===== src/design/fgcp_pkg.sv =====
// ----------------------------------------------------------------------------
// fgcp_pkg: shared constants and types for the flagged group chunk packer
// Group geometry, overflow headroom and the chunk store request bundle.
// ----------------------------------------------------------------------------
package fgcp_pkg;

  localparam int unsigned GroupSize  = 8;
  localparam int unsigned ChunkDepth = 8;
  localparam int unsigned ChunkAw    = $clog2(ChunkDepth);
  localparam int unsigned FillW      = 4;
  localparam int unsigned Headroom   = 33;

  localparam logic [31:0] LimitReset = 32'hFFFF_FFFF;

  // Command codes on the input channel
  localparam logic CmdWrite = 1'b0;
  localparam logic CmdFlush = 1'b1;

  // Request from the controller to the chunk store
  typedef struct packed {
    logic               we;
    logic [ChunkAw-1:0] waddr;
    logic [31:0]        wdata;
    logic               re;
    logic [ChunkAw-1:0] raddr;
  } ram_req_t;

endpackage


===== src/design/fgcp_in_if.sv =====
// ----------------------------------------------------------------------------
// fgcp_in_if: chunk input channel
// Valid/ready channel carrying one command with its chunk.
// ----------------------------------------------------------------------------
interface fgcp_in_if;
  logic        valid;
  logic        ready;
  logic        command;
  logic [31:0] chunk_value;
  logic        short_chunk;

  modport source (output valid, command, chunk_value, short_chunk, input ready);
  modport sink   (input valid, command, chunk_value, short_chunk, output ready);
endinterface


===== src/design/fgcp_out_if.sv =====
// ----------------------------------------------------------------------------
// fgcp_out_if: byte output channel
// Valid/ready channel carrying one packed byte with its buffer offset.
// ----------------------------------------------------------------------------
interface fgcp_out_if;
  logic        valid;
  logic        ready;
  logic [7:0]  out_byte;
  logic [31:0] out_offset;
  logic        group_end;
  logic        overflow;

  modport source (output valid, out_byte, out_offset, group_end, overflow, input ready);
  modport sink   (input valid, out_byte, out_offset, group_end, overflow, output ready);
endinterface


===== src/design/fgcp_chunk_ram.sv =====
// ----------------------------------------------------------------------------
// fgcp_chunk_ram: chunk store
// One write port, one read port, registered read data held when not reading.
// ----------------------------------------------------------------------------
module fgcp_chunk_ram
  import fgcp_pkg::*;
(
  input  logic        clk_i,
  input  ram_req_t    req_i,
  output logic [31:0] rdata_o
);

  logic [31:0] mem_q [ChunkDepth];
  logic [31:0] rdata_q;

  always_ff @(posedge clk_i) begin
    if (req_i.we) begin
      mem_q[req_i.waddr] <= req_i.wdata;
    end
    if (req_i.re) begin
      rdata_q <= mem_q[req_i.raddr];
    end
  end

  assign rdata_o = rdata_q;

endmodule


===== src/design/fgcp_ctrl.sv =====
// ----------------------------------------------------------------------------
// fgcp_ctrl: group controller and byte emitter
// Fills the chunk store, runs the limit check and streams the group out.
// ----------------------------------------------------------------------------
module fgcp_ctrl
  import fgcp_pkg::*;
(
  input  logic         clk_i,
  input  logic         rst_ni,
  input  logic [31:0]  limit_i,
  fgcp_in_if.sink      in_i,
  fgcp_out_if.source   out_o,
  output ram_req_t     ram_req_o,
  input  logic [31:0]  ram_rdata_i
);

  typedef enum logic [4:0] {
    S_IDLE  = 5'b00001,
    S_CHECK = 5'b00010,
    S_OVF   = 5'b00100,
    S_MODE  = 5'b01000,
    S_BYTE  = 5'b10000
  } state_e;

  state_e             state_q, state_d;
  logic [7:0]         mode_q, mode_d;
  logic [FillW-1:0]   fill_q, fill_d;
  logic [31:0]        woff_q, woff_d;
  logic [ChunkAw-1:0] cidx_q, cidx_d;
  logic [1:0]         bidx_q, bidx_d;

  logic        ov_q, ov_d;
  logic [7:0]  ob_q, ob_d;
  logic [31:0] oo_q, oo_d;
  logic        oe_q, oe_d;
  logic        of_q, of_d;

  logic        slot_free, in_fire;
  logic [32:0] chk_sum;
  logic        no_room, cur_short, last_byte, last_chunk;
  logic [ChunkAw-1:0] slot;

  assign slot_free  = !ov_q || out_o.ready;
  assign in_i.ready = (state_q == S_IDLE);
  assign in_fire    = in_i.valid && in_i.ready;
  assign chk_sum    = {1'b0, woff_q} + 33'(Headroom);
  assign no_room    = chk_sum > {1'b0, limit_i};
  assign slot       = fill_q[ChunkAw-1:0];
  // mode bits fill from the top, so chunk c sits at bit 7 - c
  assign cur_short  = mode_q[~cidx_q];
  assign last_byte  = cur_short ? (bidx_q == 2'd1) : (bidx_q == 2'd3);
  assign last_chunk = (FillW'(cidx_q) + FillW'(1)) == fill_q;

  always_comb begin
    state_d   = state_q;
    mode_d    = mode_q;
    fill_d    = fill_q;
    woff_d    = woff_q;
    cidx_d    = cidx_q;
    bidx_d    = bidx_q;
    ov_d      = ov_q && !out_o.ready;
    ob_d      = ob_q;
    oo_d      = oo_q;
    oe_d      = oe_q;
    of_d      = of_q;
    ram_req_o = '0;

    unique case (state_q)
      S_IDLE: begin
        if (in_fire) begin
          if (in_i.command == CmdFlush) begin
            if (fill_q != '0) begin
              state_d = S_CHECK;
            end
          end else if (fill_q >= FillW'(GroupSize)) begin
            state_d = S_OVF;  // group stuck after a failed emit
          end else begin
            ram_req_o.we    = 1'b1;
            ram_req_o.waddr = slot;
            ram_req_o.wdata = in_i.short_chunk ? {16'h0, in_i.chunk_value[15:0]}
                                               : in_i.chunk_value;
            if (in_i.short_chunk) begin
              mode_d = mode_q | (8'h80 >> slot);
            end
            fill_d = fill_q + FillW'(1);
            if (fill_q + FillW'(1) >= FillW'(GroupSize)) begin
              state_d = S_CHECK;
            end
          end
        end
      end
      S_CHECK: begin
        state_d = no_room ? S_OVF : S_MODE;
      end
      S_OVF: begin
        if (slot_free) begin
          ov_d    = 1'b1;
          ob_d    = 8'h00;
          oo_d    = woff_q;
          oe_d    = 1'b1;
          of_d    = 1'b1;
          state_d = S_IDLE;
        end
      end
      S_MODE: begin
        if (slot_free) begin
          ov_d    = 1'b1;
          ob_d    = mode_q;
          oo_d    = woff_q;
          oe_d    = 1'b0;
          of_d    = 1'b0;
          woff_d  = woff_q + 32'd1;
          cidx_d  = '0;
          bidx_d  = '0;
          ram_req_o.re    = 1'b1;
          ram_req_o.raddr = '0;
          state_d = S_BYTE;
        end
      end
      S_BYTE: begin
        if (slot_free) begin
          ov_d   = 1'b1;
          ob_d   = ram_rdata_i[8*bidx_q +: 8];
          oo_d   = woff_q;
          of_d   = 1'b0;
          oe_d   = last_byte && last_chunk;
          woff_d = woff_q + 32'd1;
          bidx_d = bidx_q + 2'd1;
          if (last_byte) begin
            bidx_d = '0;
            if (last_chunk) begin
              mode_d  = '0;
              fill_d  = '0;
              state_d = S_IDLE;
            end else begin
              // fetch the next chunk; data lands as this beat is loaded
              cidx_d          = cidx_q + ChunkAw'(1);
              ram_req_o.re    = 1'b1;
              ram_req_o.raddr = cidx_q + ChunkAw'(1);
            end
          end
        end
      end
      default: state_d = S_IDLE;
    endcase
  end

  always_ff @(posedge clk_i or negedge rst_ni) begin
    if (!rst_ni) begin
      state_q <= S_IDLE;
      mode_q  <= '0;
      fill_q  <= '0;
      woff_q  <= '0;
      cidx_q  <= '0;
      bidx_q  <= '0;
      ov_q    <= 1'b0;
    end else begin
      state_q <= state_d;
      mode_q  <= mode_d;
      fill_q  <= fill_d;
      woff_q  <= woff_d;
      cidx_q  <= cidx_d;
      bidx_q  <= bidx_d;
      ov_q    <= ov_d;
    end
  end

  always_ff @(posedge clk_i) begin
    ob_q <= ob_d;
    oo_q <= oo_d;
    oe_q <= oe_d;
    of_q <= of_d;
  end

  assign out_o.valid      = ov_q;
  assign out_o.out_byte   = ob_q;
  assign out_o.out_offset = oo_q;
  assign out_o.group_end  = oe_q;
  assign out_o.overflow   = of_q;

  // Assertions
  a_fill_bound: assert property (@(posedge clk_i) disable iff (!rst_ni)
    fill_q <= FillW'(GroupSize))
    else $error("fill count beyond group size");

  a_byte_in_group: assert property (@(posedge clk_i) disable iff (!rst_ni)
    (state_q == S_BYTE) |-> (fill_q != '0) && (FillW'(cidx_q) < fill_q))
    else $error("chunk index outside the filled group");

  a_ovf_single: assert property (@(posedge clk_i) disable iff (!rst_ni)
    (ov_q && of_q) |-> (oe_q && ob_q == 8'h00))
    else $error("overflow beat not a lone zero end beat");

  a_woff_step: assert property (@(posedge clk_i) disable iff (!rst_ni)
    (state_q == S_BYTE && slot_free) |=> woff_q == $past(woff_q) + 32'd1)
    else $error("write offset did not advance by one byte");

endmodule


===== src/design/flagged_group_chunk_packer_top.sv =====
// ----------------------------------------------------------------------------
// flagged_group_chunk_packer_top: chunk group packer
// Gathers 16/32-bit chunks in groups of eight behind a mode byte and
// streams them out little-endian, one byte per beat, with buffer offsets.
// ----------------------------------------------------------------------------
//
//  channel   dir  beat contents                                  handshake
//  --------  ---  ---------------------------------------------  ----------
//  in_i      in   command, chunk_value, short_chunk              valid/ready
//  out_o     out  out_byte, out_offset, group_end, overflow      valid/ready
//  cfg       in   cfg_wdata_i -> out_limit                       cfg_we_i
//
//  A write beat that does not close a group goes straight into the chunk
//  store. A closing write or a flush of a non-empty group is accepted and
//  the limit check runs; then one output beat per cycle follows unless the
//  output stalls (mode byte plus 2 or 4 per chunk, up to 33), or a lone
//  zero overflow beat if the check fails. Input is refused while a group
//  is being streamed; output stalls hold the emitter. Reset clears the
//  group, the write offset and sets out_limit to all ones; the chunk store
//  needs no clearing since only filled slots are ever read.
// ----------------------------------------------------------------------------
module flagged_group_chunk_packer_top
  import fgcp_pkg::*;
(
  input  logic        clk_i,
  input  logic        rst_ni,
  input  logic        cfg_we_i,
  input  logic [31:0] cfg_wdata_i,
  fgcp_in_if.sink     in_i,
  fgcp_out_if.source  out_o
);

  // out_limit: capacity used by the headroom check
  logic [31:0] limit_q, limit_d;
  ram_req_t    ram_req;
  logic [31:0] ram_rdata;

  assign limit_d = cfg_we_i ? cfg_wdata_i : limit_q;

  always_ff @(posedge clk_i or negedge rst_ni) begin
    if (!rst_ni) begin
      limit_q <= LimitReset;
    end else begin
      limit_q <= limit_d;
    end
  end

  // Controller: fills the store, checks room, sequences the byte stream
  fgcp_ctrl u_ctrl (
    .clk_i       (clk_i),
    .rst_ni      (rst_ni),
    .limit_i     (limit_q),
    .in_i        (in_i),
    .out_o       (out_o),
    .ram_req_o   (ram_req),
    .ram_rdata_i (ram_rdata)
  );

  // Chunk store: one slot per chunk of the open group
  fgcp_chunk_ram u_ram (
    .clk_i   (clk_i),
    .req_i   (ram_req),
    .rdata_o (ram_rdata)
  );

endmodule

===== src/flat_wrapper.sv =====
// flat-port wrapper written by rule: the top's interface ports become plain ports
module flagged_group_chunk_packer_top_flat import fgcp_pkg::*;
  (clk_i, rst_ni, cfg_we_i, cfg_wdata_i, in_i_valid, in_i_command, in_i_chunk_value, in_i_short_chunk, in_i_ready, out_o_valid, out_o_out_byte, out_o_out_offset, out_o_group_end, out_o_overflow, out_o_ready);
  fgcp_in_if in_i_i ();
  fgcp_out_if out_o_i ();
  input  logic clk_i;
  input  logic rst_ni;
  input  logic cfg_we_i;
  input  logic [31:0] cfg_wdata_i;
  input wire logic [$bits(in_i_i.valid)-1:0] in_i_valid;
  input wire logic [$bits(in_i_i.command)-1:0] in_i_command;
  input wire logic [$bits(in_i_i.chunk_value)-1:0] in_i_chunk_value;
  input wire logic [$bits(in_i_i.short_chunk)-1:0] in_i_short_chunk;
  output wire logic [$bits(in_i_i.ready)-1:0] in_i_ready;
  output wire logic [$bits(out_o_i.valid)-1:0] out_o_valid;
  output wire logic [$bits(out_o_i.out_byte)-1:0] out_o_out_byte;
  output wire logic [$bits(out_o_i.out_offset)-1:0] out_o_out_offset;
  output wire logic [$bits(out_o_i.group_end)-1:0] out_o_group_end;
  output wire logic [$bits(out_o_i.overflow)-1:0] out_o_overflow;
  input wire logic [$bits(out_o_i.ready)-1:0] out_o_ready;
  assign in_i_i.valid = in_i_valid;
  assign in_i_i.command = in_i_command;
  assign in_i_i.chunk_value = in_i_chunk_value;
  assign in_i_i.short_chunk = in_i_short_chunk;
  assign in_i_ready = in_i_i.ready;
  assign out_o_valid = out_o_i.valid;
  assign out_o_out_byte = out_o_i.out_byte;
  assign out_o_out_offset = out_o_i.out_offset;
  assign out_o_group_end = out_o_i.group_end;
  assign out_o_overflow = out_o_i.overflow;
  assign out_o_i.ready = out_o_ready;
  flagged_group_chunk_packer_top u_core (.clk_i(clk_i), .rst_ni(rst_ni), .cfg_we_i(cfg_we_i), .cfg_wdata_i(cfg_wdata_i), .in_i(in_i_i), .out_o(out_o_i));
endmodule

===== config.mk =====
export PLATFORM = sky130hd
export DESIGN_NAME = flagged_group_chunk_packer_top_flat
export DESIGN_NICKNAME = d
export VERILOG_FILES = /design/src/design/fgcp_pkg.sv /design/src/design/fgcp_in_if.sv /design/src/design/fgcp_out_if.sv /design/src/design/fgcp_chunk_ram.sv /design/src/design/fgcp_ctrl.sv /design/src/design/flagged_group_chunk_packer_top.sv /design/src/flat_wrapper.sv
export SDC_FILE = /design/constraint.sdc
export NUM_CORES = 1
export LEC_CHECK = 0
export BUFFER_PORTS_ARGS = -buffer_cell sky130_fd_sc_hd__buf_2
export CELL_PAD_IN_SITES_DETAIL_PLACEMENT = 2
export CELL_PAD_IN_SITES_GLOBAL_PLACEMENT = 2
export CORE_UTILIZATION = 46
export CTS_BUF_LIST = sky130_fd_sc_hd__clkbuf_4 sky130_fd_sc_hd__clkbuf_8 sky130_fd_sc_hd__clkbuf_16
export CTS_CLUSTER_SIZE = 16
export DETAILED_ROUTE_END_ITERATION = 10
export MAX_ROUTING_LAYER = met4
export PLACE_DENSITY_LB_ADDON = 0.1
export SYNTH_ARGS = -nofsm -noshare
export SYNTH_HDL_FRONTEND = slang
export SYNTH_HIERARCHICAL = 1
export SYNTH_SLANG_ARGS = --single-unit

===== constraint.sdc =====
create_clock -name clk_i -period 6.31 [get_ports clk_i]
set_input_delay 1.262 -clock clk_i [delete_from_list [all_inputs] [get_ports clk_i]]
set_output_delay 1.262 -clock clk_i [all_outputs]
set_load 0.03 [all_outputs]

==> results.cfg, run 1 <==
[run_status]
status = complete, no violations

[synth]
synth_cell_types = 64
synth_warnings = 6
synth_top_flop_cell = edfxtp_1
yosysTopAreaCellShare_pct = 54.7
ys_ff_latch = 417
netlist_top_cells_area = edfxtp_1 55%, dfrtp_1 7.5%, mux4_1 6.1%
postSynthCellCount = 1049
synth_edf_count = 330
synth_nets = 1160
netlist_area_mm2 = 0.0181
async_reset_ff_share_pct = 20.9
synth_area_leader_cell = edfxtp_1
syn_area_per_cell_um2 = 17.3
synth-seq-area-share_pct = 67.0

[cts]
clk_path_buf_depth = 3
cts_tree = done
insertion_delay_ns = 0.59
cts-resized-gates = 0
path_clk_slew_ns = 0.06
cts_made_buffers = 47
htree_num_levels = 2
cts.sinks = 417
root_buffer = clkbuf_16
cts_setup_buffers = 0
postCtsHoldBufs = 0

[floorplanning]
ios = 115
placementRows = 72
die_x_um = 200
die-area_mm2 = 0.0402
die_h_um = 200
initial_core_util_pct = 46.8
core_mm2 = 0.0387

[route]
detail_route.wl_per_cell_um = 25.8
drt_wl_total_um = 44800
via_per_inst = 5.51
first_pass_iters = 4
vias = 9568
remaining_drc_errors = 0
dr.first_iter.drc_count = 419
detail-route-antenna-nets = 0

[setup_path]
crit_arrival_ns = 4.90
reg2regPathDepth = 8
rrSetupSlack_ns = 1.73
crit_type = reg -> reg
cp_num_buf_inv = 1
path_cells = mux4_1, mux2i_1, mux2i_1, nand4_1, nor2_4, buf_4, mux4_1, mux2_2
crit_required_ns = 6.64
startpoint_type = register
slowest_delay_ns = 0.70
critPathTopFamily = multiplexers
slowest_stage = nor2_4
path_max_fanout = 27
cp-end-kind = register
cp.depth = 8

[timing]
rsz0062_at_grt = no
fmax_ghz = 0.219
finalSetupViolCount = 0
max-slew-margin-rel_pct = 15.3
fin_ws_ns = 1.73
finalHoldViolCount = 0
worst_slew_pin_slew_ns = 1.27
finalCriticalPeriod_ns = 4.58
finClkSkew_ns = 0.0121
setup_tns_ns = 0
final_max_slew_viol_count = 0
fin_crit_sh_pct = 72.5

[global_routing]
grt_usage_pct = 23.8
antenna_found_initial = 1
grt_overflow = 0
grt_pass1_wl_um = 68900
grt_max_degree = 66
grt_pass1_vias = 10900

[hold_path]
min_path_type = reg -> reg
hold_depth = 0

[cells_and_area]
seqCellArea_mm2 = 0.0121
antennaDiodeCount = 0
final_common_cell = edfxtp_1
post-route-util_pct = 53.6
mostFrequentLayoutCells = 330 x edfxtp_1, 113 x buf_2, 54 x dfrtp_1
multi_input_area_mm2 = 0.00561
syn2layout_area_growth_pct = 14.6
filler_cell_count = 3397
fin_nets = 1292
final_layout_size_suffix_gt1_share_pct = 29.6

[place]
hpwl_um = 29600
port_buffers = 114
place.gp.congestion = 0.780
pre_cts_ws_ns = 1.67

[power_and_ir_drop]
total_power_mw = 6.60
ir_drop_uv = 240
p_clk_share_pct = 41.6
p_sw_share_pct = 24.0
p_sw_mw = 1.59
power.internal_mw = 5.01
combPwrFrac_pct = 8.9
leakagePower_nw = 7.95
seq_power_share_pct = 49.5
p_per_area_mw_per_mm2 = 318

[job]
cap_violations = 0
[cell families (layout without fill, tap and decap cells)]
family	count (synthesis)	count (layout)	share of synthesized area (%)
and+or+nand+nor	226	226	6.67
adders and majority gates	40	40	2.76
muxes	141	141	14.8
xor gates and xnor gates	68	68	3.29
DFF	417	417	67.0
buffers and inverters	85	255	2.54
AOI/OAI and AO/OA	72	72	2.94
[final timing paths]
| check | from | to |
|---|---|---|
| min | u_core/u_ctrl/woff_q[1] | u_core/u_ctrl/out_o.out_offset[1] |
| min reg2reg | u_core/u_ctrl/woff_q[1] | u_core/u_ctrl/out_o.out_offset[1] |
| max reg2reg | u_core/u_ctrl/cidx_q[0] | u_core/u_ram/rdata_o[19] |
| max | u_core/u_ctrl/cidx_q[0] | u_core/u_ram/rdata_o[19] |
| max in group asynchronous | rst_ni | u_core/u_ctrl/woff_q[27] |
| min in group asynchronous | rst_ni | u_core/u_ctrl/woff_q[4] |
[routing by layer]
layer,track usage (%),wire (µm)
met1,28.6,18400
met2,41.0,23400
met3,3.59,1760
met4,8.51,1230
met5,-,0
[state kept, by name, summed over array words and instances, names as in the netlist]
register,flops
u_core/u_ram/mem_q,256
u_core/limit_q,32
u_core/u_ctrl/out_o.out_offset,32
u_core/u_ctrl/woff_q,32
u_core/u_ram/rdata_o,32
u_core/u_ctrl/mode_q,8
u_core/u_ctrl/out_o.out_byte,8
u_core/u_ctrl/state_q,5
u_core/u_ctrl/fill_q,4
u_core/u_ctrl/cidx_q,3
u_core/u_ctrl/bidx_q,2
u_core/u_ctrl/out_o.group_end,1
u_core/u_ctrl/out_o.overflow,1
u_core/u_ctrl/out_o.valid,1
[cell usage after synthesis, types with 3 or more instances]
cell type	instances
edfxtp_1	330
dfrtp_1	54
nand2_1	52
nor2_1	50
mux4_1	42
inv_1	41
ha_1	40
xnor2_1	40
and2_1	35
mux2_2	34
dfstp_2	33
mux4_2	32
mux2_4	30
xor2_1	28
nand4_1	17
clkbuf_1	15
a22o_1	14
and3_1	14
nand3_1	14
a21oi_1	13
buf_2	11
nor3_1	11
a21o_1	10
buf_6	9
o21ai_0	9
nand2b_1	6
nor3_2	5
a32o_1	4
and4_1	4
buf_1	4
buf_12	3
mux2i_1	3
nand3b_1	3
o211ai_1	3
o22ai_1	3
[per-stage QoR]
stage	std cells	instance area, µm²	hold WS (ns)
final	1737	20800	0.512
after global routing	1737	20800	0.541
after CTS	1737	20800	0.525
after detailed placement	1650	19200	0.512
after global placement	1650	19200	0.512
after floorplan	1049	18100	0.420
[worst reg2reg max path, cell delays in order (launching register included)]
cell and delay, ns:
dfrtp_1 0.51, mux4_1 0.62, mux2i_1 0.29, mux2i_1 0.29
nand4_1 0.40, nor2_4 0.70, buf_4 0.56, mux4_1 0.65
mux2_2 0.30
[power groups by stage]
stage / combinational, mW / clock, mW / sequential [mW]
finish: 0.589 / 2.74 / 3.27
CTS: 0.604 / 2.82 / 3.27
floorplan: 0.397 / 0 / 3.27
detailed placement: 0.598 / 0 / 3.32
global placement: 0.566 / 0 / 3.31
global route: 0.645 / 2.91 / 3.28
[final cells by class]
cell class,count,area share (%)
sequential,417,58.4
multi-input combinational,547,27.0
clock buffer,60,6.19
timing repair buffer,126,3.19
tap,518,3.12
clock inverter,27,1.31
inverter,42,0.759
No activity file was read; power rests on OpenSTA's default activity.
==> run 2, diff against run 1 <==
==> constraint.sdc (replaced) <==
create_clock -name clk_i -period 4.7 [get_ports clk_i]
set_input_delay 0.94 -clock clk_i [delete_from_list [all_inputs] [get_ports clk_i]]
set_output_delay 0.94 -clock clk_i [all_outputs]
set_load 0.03 [all_outputs]
==> run 2 against run 1 <==
  * Critical path depth unchanged
  * Largest power group unchanged
  * Critical path type unchanged
  * Cell count up 0.52%
  * Largest cell class unchanged
  * First-iteration DRC count is 22% higher
==> results.cfg, run 2 (synthesis results as in run 1) <==
[run_status]
status = complete, no violations

[cts]
path_clk_slew_ns = 0.06
cts_tree = done
clk_path_buf_depth = 3
htree_num_levels = 2
cts_made_buffers = 45
insertion_delay_ns = 0.58
root_buffer = clkbuf_16
cts-resized-gates = 0
cts_setup_buffers = 0
cts.sinks = 417
postCtsHoldBufs = 0

[timing]
finClkSkew_ns = 0.0199
finalHoldViolCount = 0
rsz0062_at_grt = no
finalCriticalPeriod_ns = 4.16
setup_tns_ns = 0
finalSetupViolCount = 0
fin_ws_ns = 0.539
fin_crit_sh_pct = 88.5
max-slew-margin-rel_pct = 29.8
final_max_slew_viol_count = 0
fmax_ghz = 0.240
worst_slew_pin_slew_ns = 1.05

[setup_path]
rrSetupSlack_ns = 0.54
path_max_fanout = 16
cp-end-kind = register
startpoint_type = register
crit_required_ns = 5.03
reg2reg_to = u_core/u_ram/rdata_o[9]
r2r_start = u_core/u_ctrl/cidx_q[0]
crit_type = reg -> reg
reg2regPathDepth = 8
crit_arrival_ns = 4.49

[floorplanning]
die_h_um = 200
ios = 115
die-area_mm2 = 0.0402
die_x_um = 200
initial_core_util_pct = 46.8
placementRows = 72
core_mm2 = 0.0387

[global_routing]
grt_pass1_wl_um = 70800
grt_max_degree = 55
grt_pass1_vias = 11100
antenna_found_initial = 1
grt_overflow = 0
grt_usage_pct = 24.5

[cells_and_area]
antennaDiodeCount = 0
syn2layout_area_growth_pct = 15.1
largest-register = u_core/u_ram/mem_q
final_layout_size_suffix_gt1_share_pct = 29.8
final_common_cell = edfxtp_1
mostFrequentLayoutCells = 330 x edfxtp_1, 113 x buf_2, 54 x dfrtp_1
filler_cell_count = 3408
fin_nets = 1303
largest_reg_flops = 256

[route]
detail_route.wl_per_cell_um = 26.4
vias = 9795
remaining_drc_errors = 0
detail-route-antenna-nets = 0
via_per_inst = 5.61
drt_wl_total_um = 46100
dr.first_iter.drc_count = 512
first_pass_iters = 5

[power_and_ir_drop]
p_per_area_mw_per_mm2 = 419
leakagePower_nw = 7.99
ir_drop_uv = 343

[place]
pre_cts_ws_ns = 0.480
place.gp.congestion = 0.782
hpwl_um = 29800
port_buffers = 114

[job]
cap_violations = 0

[hold_path]
min_path_type = in -> async
-- run 2: cell types whose count changed in the layout (fill, tap and decap cells not counted) --
cell        delta
clkbuf_4       -2
buf_4          +8
buf_12         +5
clkinv_4       -2
inv_6          -1
inv_16         -1
clkinv_8       +1
clkinvlp_4     -2
clkbuf_8       -1
clkinv_1       +4
clkinv_2       +1
clkbuf_16      -1
-- run 2: area by class of cell --
class / count / area (µm²) / share of cell area [%]
Clock inverter: 27 / 246 / 1.18
Sequential cell: 417 / 12100 / 58.2
Tap cell: 518 / 648 / 3.11
Clock buffer: 56 / 1230 / 5.91
Timing Repair Buffer: 139 / 823 / 3.95
Inverter: 42 / 158 / 0.756
Multi-Input combinational cell: 547 / 5610 / 26.9
-- run 2: report_power, final --
group	switching, mW	leakage [nW]	total (mW)	internal (mW)
sequential	0.143	4.17	4.37	4.22
clock	1.46	0.743	3.54	2.08
combinational	0.482	3.08	0.824	0.342
total	2.08	7.99	8.73	6.65
-- run 2: worst max path at each step --
| stage | from | to | slack, ns | depth (start not counted) |
|---|---|---|---|---|
| final | u_core/u_ctrl/cidx_q[0] | u_core/u_ram/rdata_o[9] | 0.54 | 8 |
| after global routing | u_core/u_ctrl/woff_q[0] | u_core/u_ctrl/state_q[2] | 0.25 | 14 |
| after CTS | u_core/u_ctrl/cidx_q[0] | u_core/u_ram/rdata_o[2] | 0.46 | 8 |
| after detailed placement | u_core/u_ctrl/cidx_q[0] | u_core/u_ram/rdata_o[2] | 0.48 | 8 |
| after global placement | u_core/u_ctrl/cidx_q[0] | u_core/u_ram/rdata_o[9] | 0.68 | 8 |
| after floorplan | in_i_command | u_core/u_ram/mem_q[0][0] | 0.14 | 7 |
-- run 2: per-layer routing --
metal | share of wire [%] | GRT usage (%)
met4 | 2.9 | 8.32
met2 | 52 | 42.6
met5 | 0 | -
met1 | 41 | 29.6
met3 | 3.5 | 3.18
-- run 2: metrics by stage --
step	power (mW)	cell area [µm²]	instances	util, %	hold slack, ns
finish	8.73	20800	1746	53.8	0.306
global route	9.05	20800	1746	53.8	0.315
CTS	8.85	20800	1746	53.8	0.293
detailed placement	5.27	19400	1663	50.0	0.523
global placement	5.19	19400	1663	50.0	0.513
floorplan	4.93	18100	1049	-	0.420
-- run 2: worst max-delay path, cell delays in order (launching register included) --
cell	delay, ns
dfrtp_1	0.51
mux4_1	0.58
mux2i_1	0.25
mux2i_1	0.29
nand4_1	0.36
nor2_4	0.70
buf_4	0.33
mux4_1	0.60
mux2_2	0.28
==> run 3, diff against run 2 <==
--- a/config.mk
+++ b/config.mk
@@ -14,6 +14,7 @@
 export DETAILED_ROUTE_END_ITERATION = 10
 export MAX_ROUTING_LAYER = met4
 export PLACE_DENSITY_LB_ADDON = 0.1
+export REMOVE_ABC_BUFFERS = 1
 export SYNTH_ARGS = -nofsm -noshare
 export SYNTH_HDL_FRONTEND = slang
 export SYNTH_HIERARCHICAL = 1
==> run 3 against run 2 <==
  * Global-route usage is essentially flat
  * Critical path type unchanged
  * Worst setup slack gained 0.0014 ns
  * Clock-buffer cell count grew 13
==> results.cfg, run 3 (synthesis results as in run 1) <==
[run_status]
status = complete, no violations

[global_routing]
grt_max_degree = 50
grt_overflow = 0
grt_pass1_wl_um = 70800
grt_usage_pct = 24.6
grt_pass1_vias = 11100
antenna_found_initial = 1

[cells_and_area]
fin_nets = 1305
antennaDiodeCount = 0
final_layout_size_suffix_gt1_share_pct = 30.5
largest-register = u_core/u_ram/mem_q
largest_reg_flops = 256
syn2layout_area_growth_pct = 15.8
filler_cell_count = 3428
post-route-util_pct = 54.2
mostFrequentLayoutCells = 330 x edfxtp_1, 113 x buf_2, 54 x dfrtp_1
final_common_cell = edfxtp_1
stdcell_count = 1749

[floorplanning]
placementRows = 72
die_h_um = 200
ios = 115
core_mm2 = 0.0387
die_x_um = 200
initial_core_util_pct = 46.8
die-area_mm2 = 0.0402

[timing]
rsz0062_at_grt = no
finClkSkew_ns = 0.0212
fmax_ghz = 0.240
setup_tns_ns = 0
finalCriticalPeriod_ns = 4.16
max-slew-margin-rel_pct = 26.0
finalSetupViolCount = 0
final_max_slew_viol_count = 0
worst_slew_pin_slew_ns = 1.11
whs_ns = 0.284
fin_crit_sh_pct = 88.5
finalHoldViolCount = 0

[setup_path]
crit_arrival_ns = 4.49
startpoint_type = register
cp-end-kind = register
crit_required_ns = 5.03
crit_type = reg -> reg
path_max_fanout = 13

[cts]
cts_made_buffers = 46
postCtsHoldBufs = 0
path_clk_slew_ns = 0.06
cts_setup_buffers = 0
insertion_delay_ns = 0.60
htree_num_levels = 2
cts.sinks = 417
root_buffer = clkbuf_16
clk_path_buf_depth = 3
cts_tree = done
cts-resized-gates = 0

[route]
dr.first_iter.drc_count = 367
detail_route.wl_per_cell_um = 26.4
via_per_inst = 5.58
vias = 9766
remaining_drc_errors = 0
detail-route-antenna-nets = 0
drt_wl_total_um = 46100
first_pass_iters = 4

[power_and_ir_drop]
ir_drop_uv = 347
p_per_area_mw_per_mm2 = 430
leakagePower_nw = 8.06

[job]
cap_violations = 0

[place]
port_buffers = 114
place.gp.congestion = 0.811
hpwl_um = 29300
dpl.cell_count = 1664

[hold_path]
min_path_type = in -> async
## run 3: final cells by class
| class | count | area, µm² | area share [%] |
|---|---|---|---|
| multi-input combinational | 547 | 5610 | 26.7 |
| timing repair buffer | 140 | 806 | 3.84 |
| sequential | 417 | 12100 | 57.8 |
| inverter | 42 | 158 | 0.751 |
| tap | 518 | 648 | 3.09 |
| clock buffer | 69 | 1380 | 6.57 |
| clock inverter | 16 | 254 | 1.21 |
## run 3: worst max-delay path, cell delays in order (launching register included)
cell     delay (ns)
dfrtp_1        0.50
mux4_1         0.58
mux2i_1        0.24
mux2i_1        0.26
nand4_1        0.36
nor2_4         0.65
buf_4          0.36
mux4_1         0.64
mux2_2         0.29
## run 3: report_power, final
part	leakage (nW)	switching [mW]	internal [mW]	total, mW
Combinational	3.08	0.485	0.342	0.827
Sequential	4.17	0.147	4.22	4.37
Clock	0.807	1.50	2.32	3.82
## run 3: worst paths after layout
check	start	to	cells after the start	slack (ns)
hold reg to reg	u_core/u_ctrl/woff_q[1]	u_core/u_ctrl/out_o.out_offset[1]	0	0.51
setup reg to reg	u_core/u_ctrl/cidx_q[0]	u_core/u_ram/rdata_o[4]	8	0.54
hold / removal	rst_ni	u_core/u_ctrl/cidx_q[0]	1	0.28
setup / recovery	u_core/u_ctrl/cidx_q[0]	u_core/u_ram/rdata_o[4]	8	0.54
max in group asynchronous	rst_ni	u_core/limit_q[28]	2	3.55
min in group clk_i	u_core/u_ctrl/woff_q[1]	u_core/u_ctrl/out_o.out_offset[1]	0	0.51
## run 3: per-layer routing
metal,global-route usage [%],share of wire [%]
met3,3.33,3.0
met2,42.5,53
met4,7.93,2.5
met5,-,0
met1,29.9,42
## run 3: per-stage QoR
step	setup slack [ns]	power [mW]	area (µm²)
global route	0.302	9.32	21000
global placement	0.738	5.21	19300
CTS	0.526	9.14	21000
finish	0.540	9.02	21000
floorplan	-2.01	4.91	17800
detailed placement	0.618	5.26	19300
